## src/video_unit_register_interface_unit_macros.svh

```systemverilog
// Assertion macros used by the video register interface top-level module.
`ifndef VIDEO_UNIT_REGISTER_INTERFACE_UNIT_MACROS_SVH
`define VIDEO_UNIT_REGISTER_INTERFACE_UNIT_MACROS_SVH

// Same-cycle implication, clocked on aclk, off while aresetn is low.
`define VURI_ASSERT_NOW(lbl, ante, cons, msg) \
    lbl: assert property (@(posedge aclk) disable iff (!aresetn) (ante) |-> (cons)) \
        else $error(msg);

// Next-cycle implication, clocked on aclk, off while aresetn is low.
`define VURI_ASSERT_NEXT(lbl, ante, cons, msg) \
    lbl: assert property (@(posedge aclk) disable iff (!aresetn) (ante) |=> (cons)) \
        else $error(msg);

`endif

```

## src/vuri_ram.sv

```systemverilog
// Single-port synchronous RAM with registered read data.
`timescale 1ns / 1ps
module vuri_ram #(
    parameter int DEPTH = 256,
    parameter int WIDTH = 8
) (
    input  logic                     aclk,
    input  logic                     we,
    input  logic                     re,
    input  logic [$clog2(DEPTH)-1:0] addr,
    input  logic [WIDTH-1:0]         wdata,
    output logic [WIDTH-1:0]         rdata
);

    logic [WIDTH-1:0] mem_q [DEPTH];
    logic [WIDTH-1:0] rdata_reg;

    always_ff @(posedge aclk) begin
        if (we) begin
            mem_q[addr] <= wdata;
        end
        // hold read data until the next read
        if (re) begin
            rdata_reg <= mem_q[addr];
        end
    end

    assign rdata = rdata_reg;

endmodule

```

## config.mk

```make
export PLATFORM = sky130hd
export DESIGN_NAME = vuri_ram
export DESIGN_NICKNAME = d
export VERILOG_FILES = /design/src/video_unit_register_interface_unit_macros.svh /design/src/vuri_ram.sv
export SDC_FILE = /design/constraint.sdc
export NUM_CORES = 2
export LEC_CHECK = 0
export BUFFER_PORTS_ARGS = -buffer_cell sky130_fd_sc_hd__buf_2
export CAP_MARGIN = 40
export CORE_UTILIZATION = 25
export DETAILED_ROUTE_END_ITERATION = 12
export SLEW_MARGIN = 10
export SYNTH_ARGS = -nofsm -noshare
export SYNTH_HDL_FRONTEND = slang
export SYNTH_SLANG_ARGS = --single-unit
```

## constraint.sdc

```tcl
create_clock -name aclk -period 2.7 [get_ports aclk]
set_clock_uncertainty 0.2 [all_clocks]
set_input_delay 0.135 -clock aclk [delete_from_list [all_inputs] [get_ports aclk]]
set_output_delay 0.135 -clock aclk [all_outputs]
set_load 0.005 [all_outputs]
```

==> flow_metrics.tcl <==
set metrics [dict create \
    reg2reg_depth 6 \
    synth.top_cells.by_count "2056 x edfxtp_1, 512 x mux4_2, 256 x a22oi_1" \
    layout.nets 4260 \
    r2r_setup_slack_ns 0.02 \
    die_w_um 563 \
    worstReg2RegStart "mem_q[219][1]" \
    hold_viol_final 0 \
    total_i_o_pin_count 27 \
    p_comb_share_pct 5.2 \
    synth.lib_cells_used.distinct 21 \
    finalSetupViolations 0 \
    cell_internal_pwr_mw 52.8 \
    syn_avg_cell_area_um2 22.2 \
    effective_utilization_at_floorplan_pct 25.2 \
    fraction_of_final_layout_cells_with_drive_strength_greater_than_1_pct 35.1 \
    post_synth_main_area_contributors "edfxtp_1 79%, mux4_2 15%, a22oi_1 2.4%" \
    yosysTopAreaCell "edfxtp_1" \
    whs_ns 0.0540 \
    via_per_inst 4.67 \
    vias 39886 \
    setup.worst_path.start_class "flip-flop" \
    rows 205 \
    holdPathStages 2 \
    post_place_worst_slack_ns -0.787 \
    yosysWarningCount 0 \
    placed_cells_incl_taps 8160 \
    prevailing_post_synth_register_cell "edfxtp_1" \
    criticalPathCategory "reg -> reg" \
    tightest_slew_ns 0.863 \
    layout.area.seq_um2 61700 \
    overall_power_after_layout_mw 67.1 \
    worst_ir_drop_vdd_mv 0.600 \
    port_buf_inserts 26 \
    grt_pass1_wl_mm 292 \
    cellPowerDensity_nw_per_um2 697 \
    min_period_ns 2.68 \
    min_delay_worst_endpoint "rdata[1]" \
    wl_per_cell_um 23.6 \
    critical_path_required_ns 3.10 \
    portion_of_the_post_synthesis_area_used_by_sequential_elements_pct 78.6 \
    seq_power_share_pct 52.5 \
    cap_violations 0 \
    globalRouteOverflowTotal 0 \
    slew_headroom_pct 42.5 \
    critPathLaunch "mem_q[219][1]" \
    syn_area_um2 78600 \
    worst_min_path_start "re" \
    final-max-slew-violation-count 0 \
    class_of_the_worst_hold_path "in -> reg" \
    num-fill-cells 29728 \
    grt_setup_unrepaired "false" \
    final_min_period_over_clock_period_pct 99.4 \
    ctsRootBufferMaster "clkbuf_16" \
    leakage_power_nw 30.1 \
    cts.htree.levels 4 \
    final_cell_count_without_fillers 8547 \
    synthesis.nets 3566 \
    first_global_vias 40706 \
    asyncSetResetFlopFracSynth_pct 0 \
    max-clock-path-buffers 3 \
    outcome "finished, final reports clean" \
    clock_insertion_delay_worst_skew_ns 0.85 \
    drtPass1Iterations 5 \
    core_area_um2 312000 \
    max_freq_mhz 373 \
    worst_setup_hold_path_clk_slew_ns 0.06 \
    synthDominantCellAreaShare_pct 78.6 \
    endpoint_arrival_time_on_the_critical_path_ns 3.08 \
    grt_antenna_before_repair 13 \
    die_height_um 563 \
    drc_errors 0 \
    dpl.hpwl_mm 128 \
    cts-buffers-inserted 201 \
    post_cts_buffers 0 \
    grt_start_max_net_pins 89 \
    cell_with_the_most_instances_after_synthesis "edfxtp_1" \
    clock_power_share_pct 42.3 \
    globalRouteTotalUtil_pct 12.6 \
    number_of_nets_with_antenna_violations_after_routing 0 \
    post_synth_inst_count 3547 \
    die-area_um2 317000 \
    switchingPower_mw 14.3 \
    critical_path.reg2reg.endpoint "rdata[1]" \
    dr.first_iter.drc_count 4887 \
    routabilityCongestion 0.816 \
    synth.ff_latch_count 2056 \
    tritoncts "built" \
    worst_setup_path_end_kind "flip-flop" \
    power.switching_fraction_pct 21.3 \
    synth_edf_count 2056 \
    wl_mm 201 \
    clock_tree_sinks 2056 \
    final.setup.worst_slack_ns 0.0175 \
    crit_fanout 1 \
    multiInputGateArea_um2 16000 \
    area_growth_from_synthesis_to_layout_pct 22.5 \
    largest_register_ff_count 2048 \
]
-- how the worst max path moves through the flow --
stage,end,slack (ns),cells past startpoint
2_1_floorplan,mem_q[111][0],0.15,9
3_3_place_gp,rdata[6],-1.05,9
3_5_place_dp,rdata[1],-0.79,10
4_1_cts,rdata[1],0.02,7
5_1_grt,rdata[5],0.0009,7
6_report,rdata[1],0.02,6
-- per-stage QoR --
stage	cell area (um2)	util (%)	TNS, ns
2_1_floorplan	78600	-	0
6_report	96200	30.8	0
3_5_place_dp	89200	28.6	-6.28
5_1_grt	96200	30.8	0
3_3_place_gp	89200	28.6	-6.92
4_1_cts	96200	30.8	0
-- layer usage --
| layer | GRT usage [%] | part of all wire, % | wire [um] | vias to the layer above |
|---|---|---|---|---|
| met1 | 17.7 | 43 | 85600 | 21456 |
| li1 | - | - | - | 16511 |
| met2 | 19.8 | 47 | 94800 | 1643 |
| met4 | 2.88 | 2.0 | 4110 | 6 |
| met5 | 0 | 0.020 | 41 | - |
| met3 | 2.75 | 8.3 | 16800 | 270 |
-- critical path, stage by stage, from the launching register on --
cell	delay, ns
edfxtp_1	0.36
mux4_2	0.48
a22oi_1	0.33
a21oi_1	0.24
o41ai_1	0.49
buf_4	0.24
nand4_1	0.10
-- cells in the final DEF (no fill, tap or decap), drive strengths merged --
master       count
inv              9
edfxtp        2056
a21oi          128
clkinv          97
o41ai           32
nor3            30
mux4           512
nand2           28
a22oi          256
clkbuf         231
buf            704
dlygate4sd3     19
clkinvlp         5
nand4            8
or3              1
nor2b            7
nand2b           6
and2             3
or2              2
nand3           13
nor2           232
diode            3
bufinv          25
-- cell families after synthesis --
family | synth area share [%]
AOI/OAI and AO/OA | 3.62
buffers and inverters | 1.40
DFF | 78.6
muxes | 14.7
and+or+nand+nor | 1.73
-- layout make-up --
cell class	instances	area share, %
clock buffer	231	5.37
sequential	2056	64.2
clock inverter	135	1.55
inverter	1	0.00390
tap	4140	5.38
timing repair buffer	723	6.97
multi-input combinational	1258	16.6
antenna	3	0.00780
-- repair_timing --
item,CTS,global route
hold buffers,19,0
resized for setup,18,10
endpoints found under the setup margin,8,4
hold endpoints to repair,2309,0
pin swaps,1,6
-- power groups by stage --
stage / Clock [mW] / Combinational (mW) / Sequential [mW]
3_3_place_gp: 0 / 3.46 / 35.9
4_1_cts: 28.8 / 3.55 / 35.2
5_1_grt: 30.1 / 3.71 / 35.2
2_1_floorplan: 0 / 1.56 / 35.9
3_5_place_dp: 0 / 3.50 / 35.9
6_report: 28.4 / 3.52 / 35.2
(Power assumes the default switching activity.)
