## config.mk

```make
export PLATFORM = sky130hd
export DESIGN_NAME = vuri_ctrl
export DESIGN_NICKNAME = d
export VERILOG_FILES = /design/src/video_unit_register_interface_unit_macros.svh /design/src/vuri_pkg.sv /design/src/vuri_ctrl.sv
export SDC_FILE = /design/constraint.sdc
export NUM_CORES = 1
export LEC_CHECK = 0
export BUFFER_PORTS_ARGS = -buffer_cell sky130_fd_sc_hd__buf_2
export CAP_MARGIN = 0
export CORE_MARGIN = 2
export CORE_UTILIZATION = 50
export CTS_CLUSTER_SIZE = 14
export DETAILED_ROUTE_END_ITERATION = 10
export GPL_TIMING_DRIVEN = 0
export PLACE_DENSITY = 0.74
export REMOVE_ABC_BUFFERS = 1
export SYNTH_ARGS = -nofsm -noshare
export SYNTH_HDL_FRONTEND = slang
export SYNTH_SLANG_ARGS = --single-unit
```

## constraint.sdc

```tcl
create_clock -name aclk -period 2.5 [get_ports aclk]
set_input_delay 0.375 -clock aclk [delete_from_list [all_inputs] [get_ports aclk]]
set_output_delay 0.375 -clock aclk [all_outputs]
set_load 0.01 [all_outputs]
```

## src/video_unit_register_interface_unit_macros.svh

```systemverilog
// Assertion macros used by the video register interface top-level module.
`ifndef VIDEO_UNIT_REGISTER_INTERFACE_UNIT_MACROS_SVH
`define VIDEO_UNIT_REGISTER_INTERFACE_UNIT_MACROS_SVH

// Same-cycle implication, clocked on aclk, off while aresetn is low.
`define VURI_ASSERT_NOW(lbl, ante, cons, msg) \
    lbl: assert property (@(posedge aclk) disable iff (!aresetn) (ante) |-> (cons)) \
        else $error(msg);

// Next-cycle implication, clocked on aclk, off while aresetn is low.
`define VURI_ASSERT_NEXT(lbl, ante, cons, msg) \
    lbl: assert property (@(posedge aclk) disable iff (!aresetn) (ante) |=> (cons)) \
        else $error(msg);

`endif

```

## src/vuri_pkg.sv

```systemverilog
// Shared constants, codes and types of the video register interface.
`timescale 1ns / 1ps
package vuri_pkg;

    localparam int PATTERN_BYTES   = 8192;
    localparam int NAMETABLE_BYTES = 4096;
    localparam int SPRITE_BYTES    = 256;

    localparam int PAT_AW = $clog2(PATTERN_BYTES);
    localparam int NT_AW  = $clog2(NAMETABLE_BYTES);
    localparam int SPR_AW = $clog2(SPRITE_BYTES);

    // item kinds
    localparam logic [2:0] ACT_READ        = 3'd0;
    localparam logic [2:0] ACT_WRITE       = 3'd1;
    localparam logic [2:0] ACT_FRAME_START = 3'd2;
    localparam logic [2:0] ACT_VBLANK      = 3'd3;
    localparam logic [2:0] ACT_LINE_START  = 3'd4;
    localparam logic [2:0] ACT_LINE_END    = 3'd5;

    // register numbers
    localparam logic [2:0] REG_CTRL    = 3'd0;
    localparam logic [2:0] REG_MASK    = 3'd1;
    localparam logic [2:0] REG_STATUS  = 3'd2;
    localparam logic [2:0] REG_SPR_ADR = 3'd3;
    localparam logic [2:0] REG_SPR_DAT = 3'd4;
    localparam logic [2:0] REG_SCROLL  = 3'd5;
    localparam logic [2:0] REG_ADDR    = 3'd6;
    localparam logic [2:0] REG_DATA    = 3'd7;

    // mirroring codes
    localparam logic [2:0] MIR_SINGLE_0   = 3'd0;
    localparam logic [2:0] MIR_SINGLE_1   = 3'd1;
    localparam logic [2:0] MIR_SINGLE_2   = 3'd2;
    localparam logic [2:0] MIR_SINGLE_3   = 3'd3;
    localparam logic [2:0] MIR_VERTICAL   = 3'd4;
    localparam logic [2:0] MIR_HORIZONTAL = 3'd5;
    localparam logic [2:0] MIR_RESET      = MIR_VERTICAL;

    localparam logic [13:0] VRAM_MASK_NT  = 14'h2000;
    localparam logic [13:0] VRAM_PALETTE  = 14'h3F00;
    localparam logic [15:0] STEP_ROW      = 16'd32;
    localparam logic [15:0] FINE_Y_STEP   = 16'h1000;
    localparam logic [15:0] NT_V_FLIP     = 16'h0800;
    localparam logic [15:0] NT_V_BACK     = 16'h0400;
    localparam logic [4:0]  COARSE_Y_LAST = 5'd30;
    localparam logic [15:0] COARSE_Y_SPAN = 16'd960;

    typedef struct packed {
        logic              spr_we;
        logic              spr_re;
        logic [SPR_AW-1:0] spr_addr;
        logic              pat_we;
        logic              pat_re;
        logic [PAT_AW-1:0] pat_addr;
        logic              nt_we;
        logic              nt_re;
        logic [NT_AW-1:0]  nt_addr;
        logic [7:0]        wdata;
    } mem_req_t;

    typedef struct packed {
        logic [7:0] rd_stored;
        logic       nmi;
        logic       sel_sprite;
        logic       refill;
        logic       refill_nt;
    } item_res_t;

endpackage

```

## src/vuri_ctrl.sv

```systemverilog
// Register file state, item decode and memory request generation.
`timescale 1ns / 1ps
module vuri_ctrl (
    input  logic                aclk,
    input  logic                aresetn,
    input  logic                accept,
    input  logic [2:0]          action,
    input  logic [2:0]          reg_index,
    input  logic [7:0]          write_data,
    input  logic                cfg_we,
    input  logic [2:0]          cfg_wdata,
    input  logic [7:0]          read_buffer,
    output vuri_pkg::mem_req_t  mem_req,
    output vuri_pkg::item_res_t res
);

    logic [2:0]  mode_reg;
    logic [15:0] va_reg, va_next;
    logic [14:0] temp_reg, temp_next;
    logic        sw_reg, sw_next;
    logic        row_reg, row_next;
    logic        nmi_en_reg, nmi_en_next;
    logic        bg_reg, bg_next;
    logic        spr_on_reg, spr_on_next;
    logic        vbf_reg, vbf_next;
    logic        invb_reg, invb_next;
    logic [vuri_pkg::SPR_AW-1:0] sa_reg, sa_next;

    logic        rendering;
    logic [15:0] va_step;
    logic [13:0] vram;
    logic [1:0]  slot;
    logic [1:0]  blk;
    logic [15:0] le1, le2, le_addr;
    logic [7:0]  status;

    always_comb begin
        rendering = bg_reg | spr_on_reg;
        va_step   = va_reg + (row_reg ? vuri_pkg::STEP_ROW : 16'd1);
        vram      = va_reg[13:0];
        slot      = vram[11:10];
        case (mode_reg) inside
            vuri_pkg::MIR_SINGLE_0, vuri_pkg::MIR_SINGLE_1,
            vuri_pkg::MIR_SINGLE_2, vuri_pkg::MIR_SINGLE_3: blk = mode_reg[1:0];
            vuri_pkg::MIR_VERTICAL:   blk = {1'b0, slot[0]};
            vuri_pkg::MIR_HORIZONTAL: blk = {1'b0, slot[1]};
            default:                  blk = slot;
        endcase

        // fine Y, then coarse Y with name-table wrap
        le1 = va_reg + vuri_pkg::FINE_Y_STEP;
        le2 = le1 + vuri_pkg::STEP_ROW;
        if (le1[14:12] != 3'd0) begin
            le_addr = le1;
        end else if (le2[9:5] == 5'd0) begin
            le_addr = le2 - vuri_pkg::NT_V_BACK;
        end else if (le2[9:5] == vuri_pkg::COARSE_Y_LAST) begin
            le_addr = (le2 - vuri_pkg::COARSE_Y_SPAN) ^ vuri_pkg::NT_V_FLIP;
        end else begin
            le_addr = le2;
        end

        status = {vbf_reg, invb_reg, 1'b0, ~invb_reg & rendering, 4'd0};

        va_next     = va_reg;
        temp_next   = temp_reg;
        sw_next     = sw_reg;
        row_next    = row_reg;
        nmi_en_next = nmi_en_reg;
        bg_next     = bg_reg;
        spr_on_next = spr_on_reg;
        vbf_next    = vbf_reg;
        invb_next   = invb_reg;
        sa_next     = sa_reg;

        mem_req          = '0;
        mem_req.spr_addr = sa_reg;
        mem_req.pat_addr = vram[vuri_pkg::PAT_AW-1:0];
        mem_req.nt_addr  = vuri_pkg::NT_AW'({blk, vram[9:0]});
        mem_req.wdata    = write_data;
        res              = '0;

        if (accept) begin
            unique case (action)
                vuri_pkg::ACT_READ: begin
                    unique case (reg_index)
                        vuri_pkg::REG_STATUS: begin
                            res.rd_stored = status;
                            vbf_next      = 1'b0;
                            sw_next       = 1'b0;
                        end
                        vuri_pkg::REG_SPR_DAT: begin
                            mem_req.spr_re = 1'b1;
                            res.sel_sprite = 1'b1;
                            sa_next        = sa_reg + 1'b1;
                        end
                        vuri_pkg::REG_DATA: begin
                            res.rd_stored = read_buffer;
                            res.refill    = 1'b1;
                            if (vram < vuri_pkg::VRAM_MASK_NT) begin
                                mem_req.pat_re = 1'b1;
                            end else begin
                                mem_req.nt_re  = 1'b1;
                                res.refill_nt  = 1'b1;
                            end
                            va_next = va_step;
                        end
                        default: ;
                    endcase
                end
                vuri_pkg::ACT_WRITE: begin
                    unique case (reg_index)
                        vuri_pkg::REG_CTRL: begin
                            nmi_en_next     = write_data[7];
                            row_next        = write_data[2];
                            temp_next[11:10] = write_data[1:0];
                        end
                        vuri_pkg::REG_MASK: begin
                            bg_next     = write_data[3];
                            spr_on_next = write_data[4];
                        end
                        vuri_pkg::REG_SPR_ADR: sa_next = write_data;
                        vuri_pkg::REG_SPR_DAT: begin
                            mem_req.spr_we = 1'b1;
                            sa_next        = sa_reg + 1'b1;
                        end
                        vuri_pkg::REG_SCROLL: begin
                            sw_next = ~sw_reg;
                            if (!sw_reg) begin
                                temp_next[4:0] = write_data[7:3];
                            end else begin
                                temp_next[9:5]   = write_data[7:3];
                                temp_next[14:12] = write_data[2:0];
                            end
                        end
                        vuri_pkg::REG_ADDR: begin
                            sw_next = ~sw_reg;
                            if (!sw_reg) begin
                                temp_next = {1'b0, write_data[5:0], temp_reg[7:0]};
                            end else begin
                                temp_next = {temp_reg[14:8], write_data};
                                va_next   = {1'b0, temp_reg[14:8], write_data};
                            end
                        end
                        vuri_pkg::REG_DATA: begin
                            // palette range stores nothing
                            if (vram < vuri_pkg::VRAM_MASK_NT) begin
                                mem_req.pat_we = 1'b1;
                            end else if (vram < vuri_pkg::VRAM_PALETTE) begin
                                mem_req.nt_we = 1'b1;
                            end
                            va_next = va_step;
                        end
                        default: ;
                    endcase
                end
                vuri_pkg::ACT_FRAME_START: begin
                    vbf_next  = 1'b0;
                    invb_next = 1'b0;
                    if (rendering) begin
                        va_next = {1'b0, temp_reg};
                    end
                end
                vuri_pkg::ACT_VBLANK: begin
                    vbf_next  = 1'b1;
                    invb_next = 1'b1;
                    res.nmi   = nmi_en_reg;
                end
                vuri_pkg::ACT_LINE_START: begin
                    if (rendering) begin
                        va_next[10]  = temp_reg[10];
                        va_next[4:0] = temp_reg[4:0];
                    end
                end
                vuri_pkg::ACT_LINE_END: begin
                    if (rendering) begin
                        va_next = le_addr;
                    end
                end
                default: ;
            endcase
        end
    end

    always_ff @(posedge aclk) begin
        if (!aresetn) begin
            mode_reg   <= vuri_pkg::MIR_RESET;
            va_reg     <= '0;
            temp_reg   <= '0;
            sw_reg     <= 1'b0;
            row_reg    <= 1'b0;
            nmi_en_reg <= 1'b1;
            bg_reg     <= 1'b0;
            spr_on_reg <= 1'b0;
            vbf_reg    <= 1'b0;
            invb_reg   <= 1'b0;
            sa_reg     <= '0;
        end else begin
            if (cfg_we) begin
                mode_reg <= cfg_wdata;
            end
            va_reg     <= va_next;
            temp_reg   <= temp_next;
            sw_reg     <= sw_next;
            row_reg    <= row_next;
            nmi_en_reg <= nmi_en_next;
            bg_reg     <= bg_next;
            spr_on_reg <= spr_on_next;
            vbf_reg    <= vbf_next;
            invb_reg   <= invb_next;
            sa_reg     <= sa_next;
        end
    end

endmodule
```

==> Implementation_results.wiki, run 1 <==
{| class="wikitable"
! Metric !! Value
|-
| Most frequent cells in the layout || 87 x sky130_fd_sc_hd__buf_2, 65 x sky130_fd_sc_hd__nor2_1, 42 x sky130_fd_sc_hd__dfxtp_1, 37 x sky130_fd_sc_hd__nand2_1, 32 x sky130_fd_sc_hd__a22oi_1
|-
| Beginning of the worst register-to-register path || va_reg[6]$_SDFFE_PN0P_
|-
| Vias in the first global route || 3685
|-
| Count of port buffers added during placement || 87
|-
| Worst setup EP type || register
|-
| TritonCTS sink count || 48
|-
| Register area share after synthesis || 24.1%
|-
| Post-detailed-route DRC marker count || 0
|-
| Filler Cells Inserted || 762
|-
| Worst setup slack after layout || 0.157 ns
|-
| Global-route wire length before repair || 17800 µm
|-
| Core footprint || 7730 µm²
|-
| Worst min-delay path class || primary input to register
|-
| Routed len/inst || 16.5 µm
|-
| Number of buffers added to fix hold violations after cts || 0
|-
| Clock Path Buffers || 2
|-
| Final ANT Viol Nets || 0
|-
| Final Cycle Share || 93.7%
|-
| Later-pin clock latency in the skew report || 0.32 ns
|-
| Sequential cell area || ~970 µm²
|-
| GRT Residual Overflow || 0
|-
| Number of enable flip-flop cells after synthesis || 0
|-
| Gate Count Post-Synth || 534
|-
| Critical-path maximum fanout || 15
|-
| Final Routed Wirelength || 11000 µm
|-
| Fraction of registers with async set/reset || 0%
|-
| Start point of the worst min-delay path || cfg_wdata[2]
|-
| Share of final-layout standard cells stronger than drive strength 1 || 21.2%
|-
| Clock Tree Root || sky130_fd_sc_hd__clkbuf_8
|-
| H-tree depth || 2
|-
| Slew margin rel. || 43.4%
|-
| Hold path depth || 3
|-
| Worst Hold End || mode_reg[2]$_SDFFE_PN1P_
|-
| Number of search-and-repair iterations in the first detailed-routing pass || 5
|-
| Endpoints failing hold || 0
|-
| Antenna violations before repair || 0
|-
| Yosys reg bits || 48
|-
| Average instance area after synthesis || 7.47 µm²
|-
| Via count || 4059
|-
| Most instantiated flip-flop cell in the synthesis netlist || sky130_fd_sc_hd__dfxtp_1
|-
| Distinct cell type count after synthesis || 66
|-
| Category of the critical setup timing path || register to register
|-
| Post-detailed-route via-to-cell ratio || 6.09
|-
| Count of cells along the worst register-to-register path || 7
|-
| Width of the chip || 93.3 µm
|-
| Endpoint arrival time on the critical path || 2.57 ns
|-
| Transition time at the pin with the least slew margin || approximately 0.85 ns
|-
| Die footprint || 8710 µm²
|-
| Global placer's final weighted congestion || between 0.8 and 0.9
|-
| Floorplan die height || 93.3 µm
|-
| Clock-pin transition on the worst setup and hold timing paths || 0.10 ns
|-
| Maximum operating frequency || approximately 0.43 GHz
|-
| Post-Place Setup Slack || -0.529 ns
|-
| Number of clock buffers inserted by TritonCTS || 5
|-
| Unrepaired setup endpoints after global routing || false
|-
| Worst supply voltage drop on vdd || about 0.00021 V
|-
| Max Cap Violations || 0
|-
| Required time of the critical path || roughly 2.7 ns
|-
| Hold Slack || 0.281 ns
|-
| Time the worst path needs with I/O delays and setup || 2.34 ns
|-
| Commonest non-fill, non-tap cell in the layout || sky130_fd_sc_hd__buf_2
|-
| Post-CTS Setup Bufs || 0
|-
| Status || finished clean
|-
| CTS tree || done
|-
| Total setup violations reported at the end of the flow || 0
|-
| Worst setup SP type || register
|-
| Global-route total usage across every layer || 25.1%
|-
| Post-DP HPWL || 7940 µm
|-
| DRT iter0 DRCs || 266
|-
| Post-layout net count || 605
|-
| Total number of placement rows || 32
|-
| Leakage || 1.67 nW
|-
| Power density relative to cell area || 367 nW/µm²
|-
| Final slew viol count || 0
|-
| Count of inserted antenna diode cells || 0
|-
| Total area of multi-input combinational cells || 2610 µm²
|-
| Endpoint of the lowest-slack register-to-register path || va_reg[14]$_SDFFE_PN0P_
|-
| Warning count from the yosys run || 0
|-
| Utilization of the core after routing || 55.6%
|-
| Worst-case register-to-register setup slack || 0.16 ns
|-
| Synthesis-to-layout area growth || 7.62%
|-
| Maximum number of pins on one net before global-route repair || between 40 and 50
|-
| Worst clock skew || 0.00677 ns
|-
| Total standard cell area after synthesis || approximately 4000 µm²
|-
| Num ports || 88
|-
| Effective utilization at floorplan || 51.6%
|}
## cells by family (layout without fill, tap and decap cells)
family / count (synthesis) / in the layout / share of synthesized area (%)
AOI/OAI and AO/OA: 159 / 159 / 27.9
xor gates and xnor gates: 17 / 17 / 3.73
adders and majority gates: 11 / 11 / 3.45
buffers and inverters: 78 / 109 / 11.6
DFF: 48 / 48 / 24.1
muxes: 10 / 10 / 2.51
and+or+nand+nor: 211 / 211 / 26.8
## worst max path at each step
stage / from / cells past startpoint / to
6_report: va_reg[6]$_SDFFE_PN0P_ / 7 / va_reg[14]$_SDFFE_PN0P_
5_1_grt: va_reg[6]$_SDFFE_PN0P_ / 7 / va_reg[14]$_SDFFE_PN0P_
4_1_cts: va_reg[6]$_SDFFE_PN0P_ / 7 / va_reg[14]$_SDFFE_PN0P_
3_5_place_dp: action[0] / 7 / sa_reg[6]$_SDFFE_PN0P_
3_3_place_gp: reg_index[1] / 6 / va_reg[1]$_SDFFE_PN0P_
2_1_floorplan: action[2] / 6 / sa_reg[6]$_SDFFE_PN0P_
## critical path: stages, from the launching register on
cell,delay (ns)
sky130_fd_sc_hd__dfxtp_2,0.50
sky130_fd_sc_hd__ha_1,0.33
sky130_fd_sc_hd__nand2_1,0.22
sky130_fd_sc_hd__and4_1,0.26
sky130_fd_sc_hd__mux2i_1,0.21
sky130_fd_sc_hd__a22oi_1,0.18
sky130_fd_sc_hd__a211o_1,0.33
sky130_fd_sc_hd__a311oi_1,0.23
## power breakdown
part / switching [mW] / total [mW] / internal (mW)
registers: 0.0171 / 0.793 / 0.776
logic: 0.173 / 0.269 / 0.0965
clock network: 0.291 / 0.513 / 0.222
total: 0.481 / 1.57 / 1.09
## repair_timing
item	4_1_cts	5_1_grt
resized for setup	4	13
hold endpoints to repair	0	0
endpoints found under the setup margin	10	12
## routing by layer
layer,share of wire (%),GRT usage (%),vias to the layer above
met3,5.1,3.06,13
met4,1.0,7.35,0
li1,-,-,1988
met5,0,0,-
met1,45,32.2,1937
met2,49,43.8,121
## stage by stage
stage / cell area (µm²) / TNS, ns / total power [mW] / std cells
2_1_floorplan: 3580 / 0 / 0.955 / 471
3_3_place_gp: 4150 / -7.02 / 1.06 / 660
3_5_place_dp: 4150 / -4.05 / 1.07 / 660
4_1_cts: 4250 / 0 / 1.57 / 667
5_1_grt: 4290 / 0 / 1.64 / 667
6_report: 4290 / 0 / 1.57 / 667
## Yosys cell counts, drive strengths merged (3+ instances only)
cell type,number,area (µm²)
a211o,3,26.3
a211oi,18,140
a21o,4,30.0
a21oi,31,159
a221oi,5,61.3
a22o,5,43.8
a22oi,32,240
a41oi,3,26.3
and2,8,50.1
and3,9,56.3
buf,49,353
clkbuf,14,52.6
dfxtp,48,961
ha,11,138
inv,14,52.6
mux2i,10,100
nand2,37,139
nand2b,10,62.6
nand3,22,110
nand4,7,43.8
nand4b,4,35.0
nor2,68,260
nor2b,8,50.1
nor3,16,90.1
nor3b,4,30.0
nor4,4,25.0
o211ai,3,36.3
o21ai,31,155
o31ai,5,37.5
o32ai,3,26.3
xnor2,13,114
xor2,4,35.0
## cell type report
class	count	share of cell area, %
clock buffers	6	1.92
clock inverters	1	0.204
inverters	15	1.31
multi-input cells	408	60.9
flip-flops and latches	48	22.6
well taps	102	2.97
repair buffers	87	10.1
Note: power is estimated with default switching activity, not from simulation.
==> inputs of run 2 (changes only) <==
==> constraint.sdc (replaced) <==
create_clock -name aclk -period 2.87 [get_ports aclk]
set_input_delay 0.4305 -clock aclk [delete_from_list [all_inputs] [get_ports aclk]]
set_output_delay 0.4305 -clock aclk [all_outputs]
set_load 0.01 [all_outputs]
==> run 2 against run 1 <==
Effect of this change: maximum frequency down 9.4%; critical path type unchanged; routed wire length down 0.63%; sequential cell count unchanged; count of clock-buffer cells in the layout unchanged.
==> Implementation_results.wiki, run 2 (synthesis gave the netlist of run 1 again) <==
{| class="wikitable"
! Metric !! Value
|-
| Busiest grt layer || met2 (unchanged)
|-
| Number of gates on the worst path with buffers counted || 7 (unchanged)
|-
| Clock Tree Root || sky130_fd_sc_hd__clkbuf_8 (unchanged)
|-
| Count of cells along the worst register-to-register path || 7 (unchanged)
|-
| Combined buffer and inverter count along the critical path || 0 (unchanged)
|-
| Global-route wire length before repair || 17800 µm (unchanged)
|-
| Final Instance Count excl. Fillers || 667 (unchanged)
|-
| Number of clock buffers inserted by TritonCTS || 5 (unchanged)
|-
| Post-Route Setup TNS || 0 ns (unchanged)
|-
| Post-DP HPWL || 7940 µm (unchanged)
|-
| Filler Cells Inserted || 767 (was 762)
|-
| Global-route total usage across every layer || 25.1% (unchanged)
|-
| # placed instances || 660 (unchanged)
|-
| Status || finished clean (unchanged)
|-
| Routed len/inst || 16.4 µm (was 16.5 µm)
|-
| Global placer's final weighted congestion || 0.848 (unchanged)
|-
| Final Cycle Share || 90.1% (was 93.7%)
|-
| Worst-case register-to-register setup slack || 0.28 ns (was 0.16 ns)
|-
| Endpoint of the lowest-slack register-to-register path || va_reg[14]$_SDFFE_PN0P_ (unchanged)
|-
| DRT iter0 DRCs || 261 (was 266)
|-
| Final ANT Viol Nets || 0 (unchanged)
|-
| Post-detailed-route via-to-cell ratio || 6.10 (was 6.09)
|-
| Floorplan die height || 93.3 µm (unchanged)
|-
| Power density relative to cell area || 322 nW/µm² (was 367 nW/µm²)
|-
| Width of the chip || 93.3 µm (unchanged)
|-
| Final slew viol count || 0 (unchanged)
|-
| Post-layout net count || 605 (unchanged)
|-
| Start point of the critical path || va_reg[6]$_SDFFE_PN0P_ (unchanged)
|-
| Overall power of the completed layout || 1.37 mW (was 1.57 mW)
|-
| Clock-pin transition on the worst setup and hold timing paths || 0.10 ns (about the same)
|-
| Later-pin clock latency in the skew report || 0.32 ns (about the same)
|-
| Worst setup slack after layout || 0.284 ns (was 0.157 ns)
|-
| Total area of multi-input combinational cells || 2580 µm² (was 2610 µm²)
|-
| Antenna violations before repair || 0 (unchanged)
|-
| Slowest cell on the critical path || sky130_fd_sc_hd__o21ai_0 (was sky130_fd_sc_hd__dfxtp_2)
|-
| Beginning of the worst register-to-register path || va_reg[6]$_SDFFE_PN0P_ (unchanged)
|-
| Via count || 4069 (was 4059)
|-
| Endpoints failing hold || 0 (unchanged)
|-
| Unrepaired setup endpoints after global routing || false (unchanged)
|-
| Count of inserted antenna diode cells || 0 (unchanged)
|-
| Effective utilization at floorplan || 51.6% (unchanged)
|-
| GRT Residual Overflow || 0 (unchanged)
|-
| Worst setup EP type || register (unchanged)
|-
| Time the worst path needs with I/O delays and setup || 2.59 ns (was 2.34 ns)
|-
| Endpoint arrival time on the critical path || 2.82 ns (was 2.57 ns)
|-
| Maximum operating frequency || 0.387 GHz (was 0.427 GHz)
|-
| Vias in the first global route || 3680 (was 3685)
|-
| Total setup violations reported at the end of the flow || 0 (unchanged)
|-
| Core footprint || 7730 µm² (unchanged)
|-
| Worst clock skew || 0.00720 ns (was 0.00677 ns)
|-
| GRT met2 Usage || 43.8% (unchanged)
|-
| Ordered list of cells on the worst path || ha_1, nand2_1, a21oi_1, o21ai_0, a22oi_1, a211o_1, a311oi_1 (was ha_1, nand2_1, and4_1, mux2i_1, a22oi_1, a211o_1, a311oi_1)
|-
| H-tree depth || 2 (unchanged)
|-
| Maximum number of pins on one net before global-route repair || 46 (unchanged)
|-
| Post-Place Setup Slack || -0.215 ns (was -0.529 ns)
|-
| Sequential cell area || 961 µm² (was 968 µm²)
|-
| Number of search-and-repair iterations in the first detailed-routing pass || 5 (unchanged)
|-
| Slew margin rel. || 33.3% (was 43.4%)
|-
| Leakage || 1.66 nW (was 1.67 nW)
|-
| Share of final-layout standard cells stronger than drive strength 1 || 19.3% (was 21.2%)
|-
| Worst supply voltage drop on vdd || 0.000180 V (was 0.000209 V)
|-
| Count of port buffers added during placement || 87 (unchanged)
|-
| Most frequent cells in the layout || 87 x sky130_fd_sc_hd__buf_2, 66 x sky130_fd_sc_hd__nor2_1, 48 x sky130_fd_sc_hd__dfxtp_1, 37 x sky130_fd_sc_hd__nand2_1, 32 x sky130_fd_sc_hd__a22oi_1 (was 87 x sky130_fd_sc_hd__buf_2, 65 x sky130_fd_sc_hd__nor2_1, 42 x sky130_fd_sc_hd__dfxtp_1, 37 x sky130_fd_sc_hd__nand2_1, 32 x sky130_fd_sc_hd__a22oi_1)
|-
| Category of cells accounting for the largest share of critical-path delay || compound AO/OA/AOI/OAI gates (unchanged)
|-
| Grt met1 use || 32.2% (unchanged)
|-
| Die footprint || 8710 µm² (unchanged)
|-
| Transition time at the pin with the least slew margin || 0.987 ns (was 0.848 ns)
|-
| Num ports || 88 (unchanged)
|-
| Worst setup SP type || register (unchanged)
|-
| Met3 usage in global routing || 3.06% (unchanged)
|-
| Category of the critical setup timing path || register to register (unchanged)
|-
| Critical-path maximum fanout || 15 (unchanged)
|-
| Max Cap Violations || 0 (unchanged)
|-
| CTS tree || done (unchanged)
|-
| Worst min-delay path class || primary input to register (unchanged)
|-
| Clock Path Buffers || 2 (unchanged)
|-
| Hold Slack || 0.336 ns (was 0.281 ns)
|-
| Synthesis-to-layout area growth || 6.49% (was 7.62%)
|-
| Number of buffers added to fix hold violations after cts || 0 (unchanged)
|-
| Commonest non-fill, non-tap cell in the layout || sky130_fd_sc_hd__buf_2 (unchanged)
|-
| Capturing instance or port of the critical path || va_reg[14]$_SDFFE_PN0P_ (unchanged)
|-
| Largest stage delay on the critical path || 0.53 ns (was 0.50 ns)
|-
| TritonCTS sink count || 48 (unchanged)
|-
| Post-detailed-route DRC marker count || 0 (unchanged)
|-
| Required time of the critical path || 3.10 ns (was 2.73 ns)
|-
| Total number of placement rows || 32 (unchanged)
|-
| Final Routed Wirelength || 10900 µm (was 11000 µm)
|}
run 2: repair_timing:
item                       CTS  global route
buffers inserted             0             0
setup endpoints to repair    0             1
resized for setup            0             1
run 2: worst min-delay path by stage:
stage / startpoint / endpoint / slack (ns) / cells past startpoint
3_3_place_gp: invb_reg$_SDFFE_PN0P_ / invb_reg$_SDFFE_PN0P_ / 0.46 / 2
2_1_floorplan: nmi_en_reg$_SDFFE_PN1P_ / nmi_en_reg$_SDFFE_PN1P_ / 0.44 / 2
4_1_cts: cfg_wdata[2] / mode_reg[2]$_SDFFE_PN1P_ / 0.34 / 3
5_1_grt: cfg_wdata[2] / mode_reg[2]$_SDFFE_PN1P_ / 0.36 / 3
3_5_place_dp: vbf_reg$_SDFFE_PN0P_ / vbf_reg$_SDFFE_PN0P_ / 0.46 / 2
6_report: cfg_wdata[2] / mode_reg[2]$_SDFFE_PN1P_ / 0.34 / 3
run 2: worst register-to-register path: stages, from the launching register on:
cell,delay (ns)
sky130_fd_sc_hd__dfxtp_1,0.47
sky130_fd_sc_hd__ha_1,0.34
sky130_fd_sc_hd__nand2_1,0.24
sky130_fd_sc_hd__a21oi_1,0.08
sky130_fd_sc_hd__o21ai_0,0.53
sky130_fd_sc_hd__a22oi_1,0.24
sky130_fd_sc_hd__a211o_1,0.36
sky130_fd_sc_hd__a311oi_1,0.24
run 2: metrics by stage:
stage / cell area (µm²) / utilization (%)
floorplan: 3580 / -
global placement: 4150 / 53.7
detailed placement: 4150 / 53.7
CTS: 4240 / 54.9
global route: 4250 / 55.0
finish: 4250 / 55.0
run 2: power breakdown:
| group | total, mW | switching (mW) | internal (mW) |
|---|---|---|---|
| logic | 0.231 | 0.148 | 0.0826 |
| registers | 0.690 | 0.0147 | 0.676 |
| clock network | 0.445 | 0.252 | 0.193 |
| total | 1.37 | 0.415 | 0.951 |
run 2: area by class of cell:
| type | instances | area share [%] |
|---|---|---|
| clock buffer | 6 | 1.94 |
| clock inverter | 1 | 0.206 |
| inverter | 15 | 1.33 |
| multi-input combinational | 408 | 60.6 |
| sequential | 48 | 22.6 |
| tap | 102 | 3.00 |
| timing repair buffer | 87 | 10.3 |
run 2: metal layers:
layer,vias up,part of all wire [%]
li1,1994,-
met5,-,0
met4,0,1.6
met3,18,5.9
met1,1916,44
met2,141,49
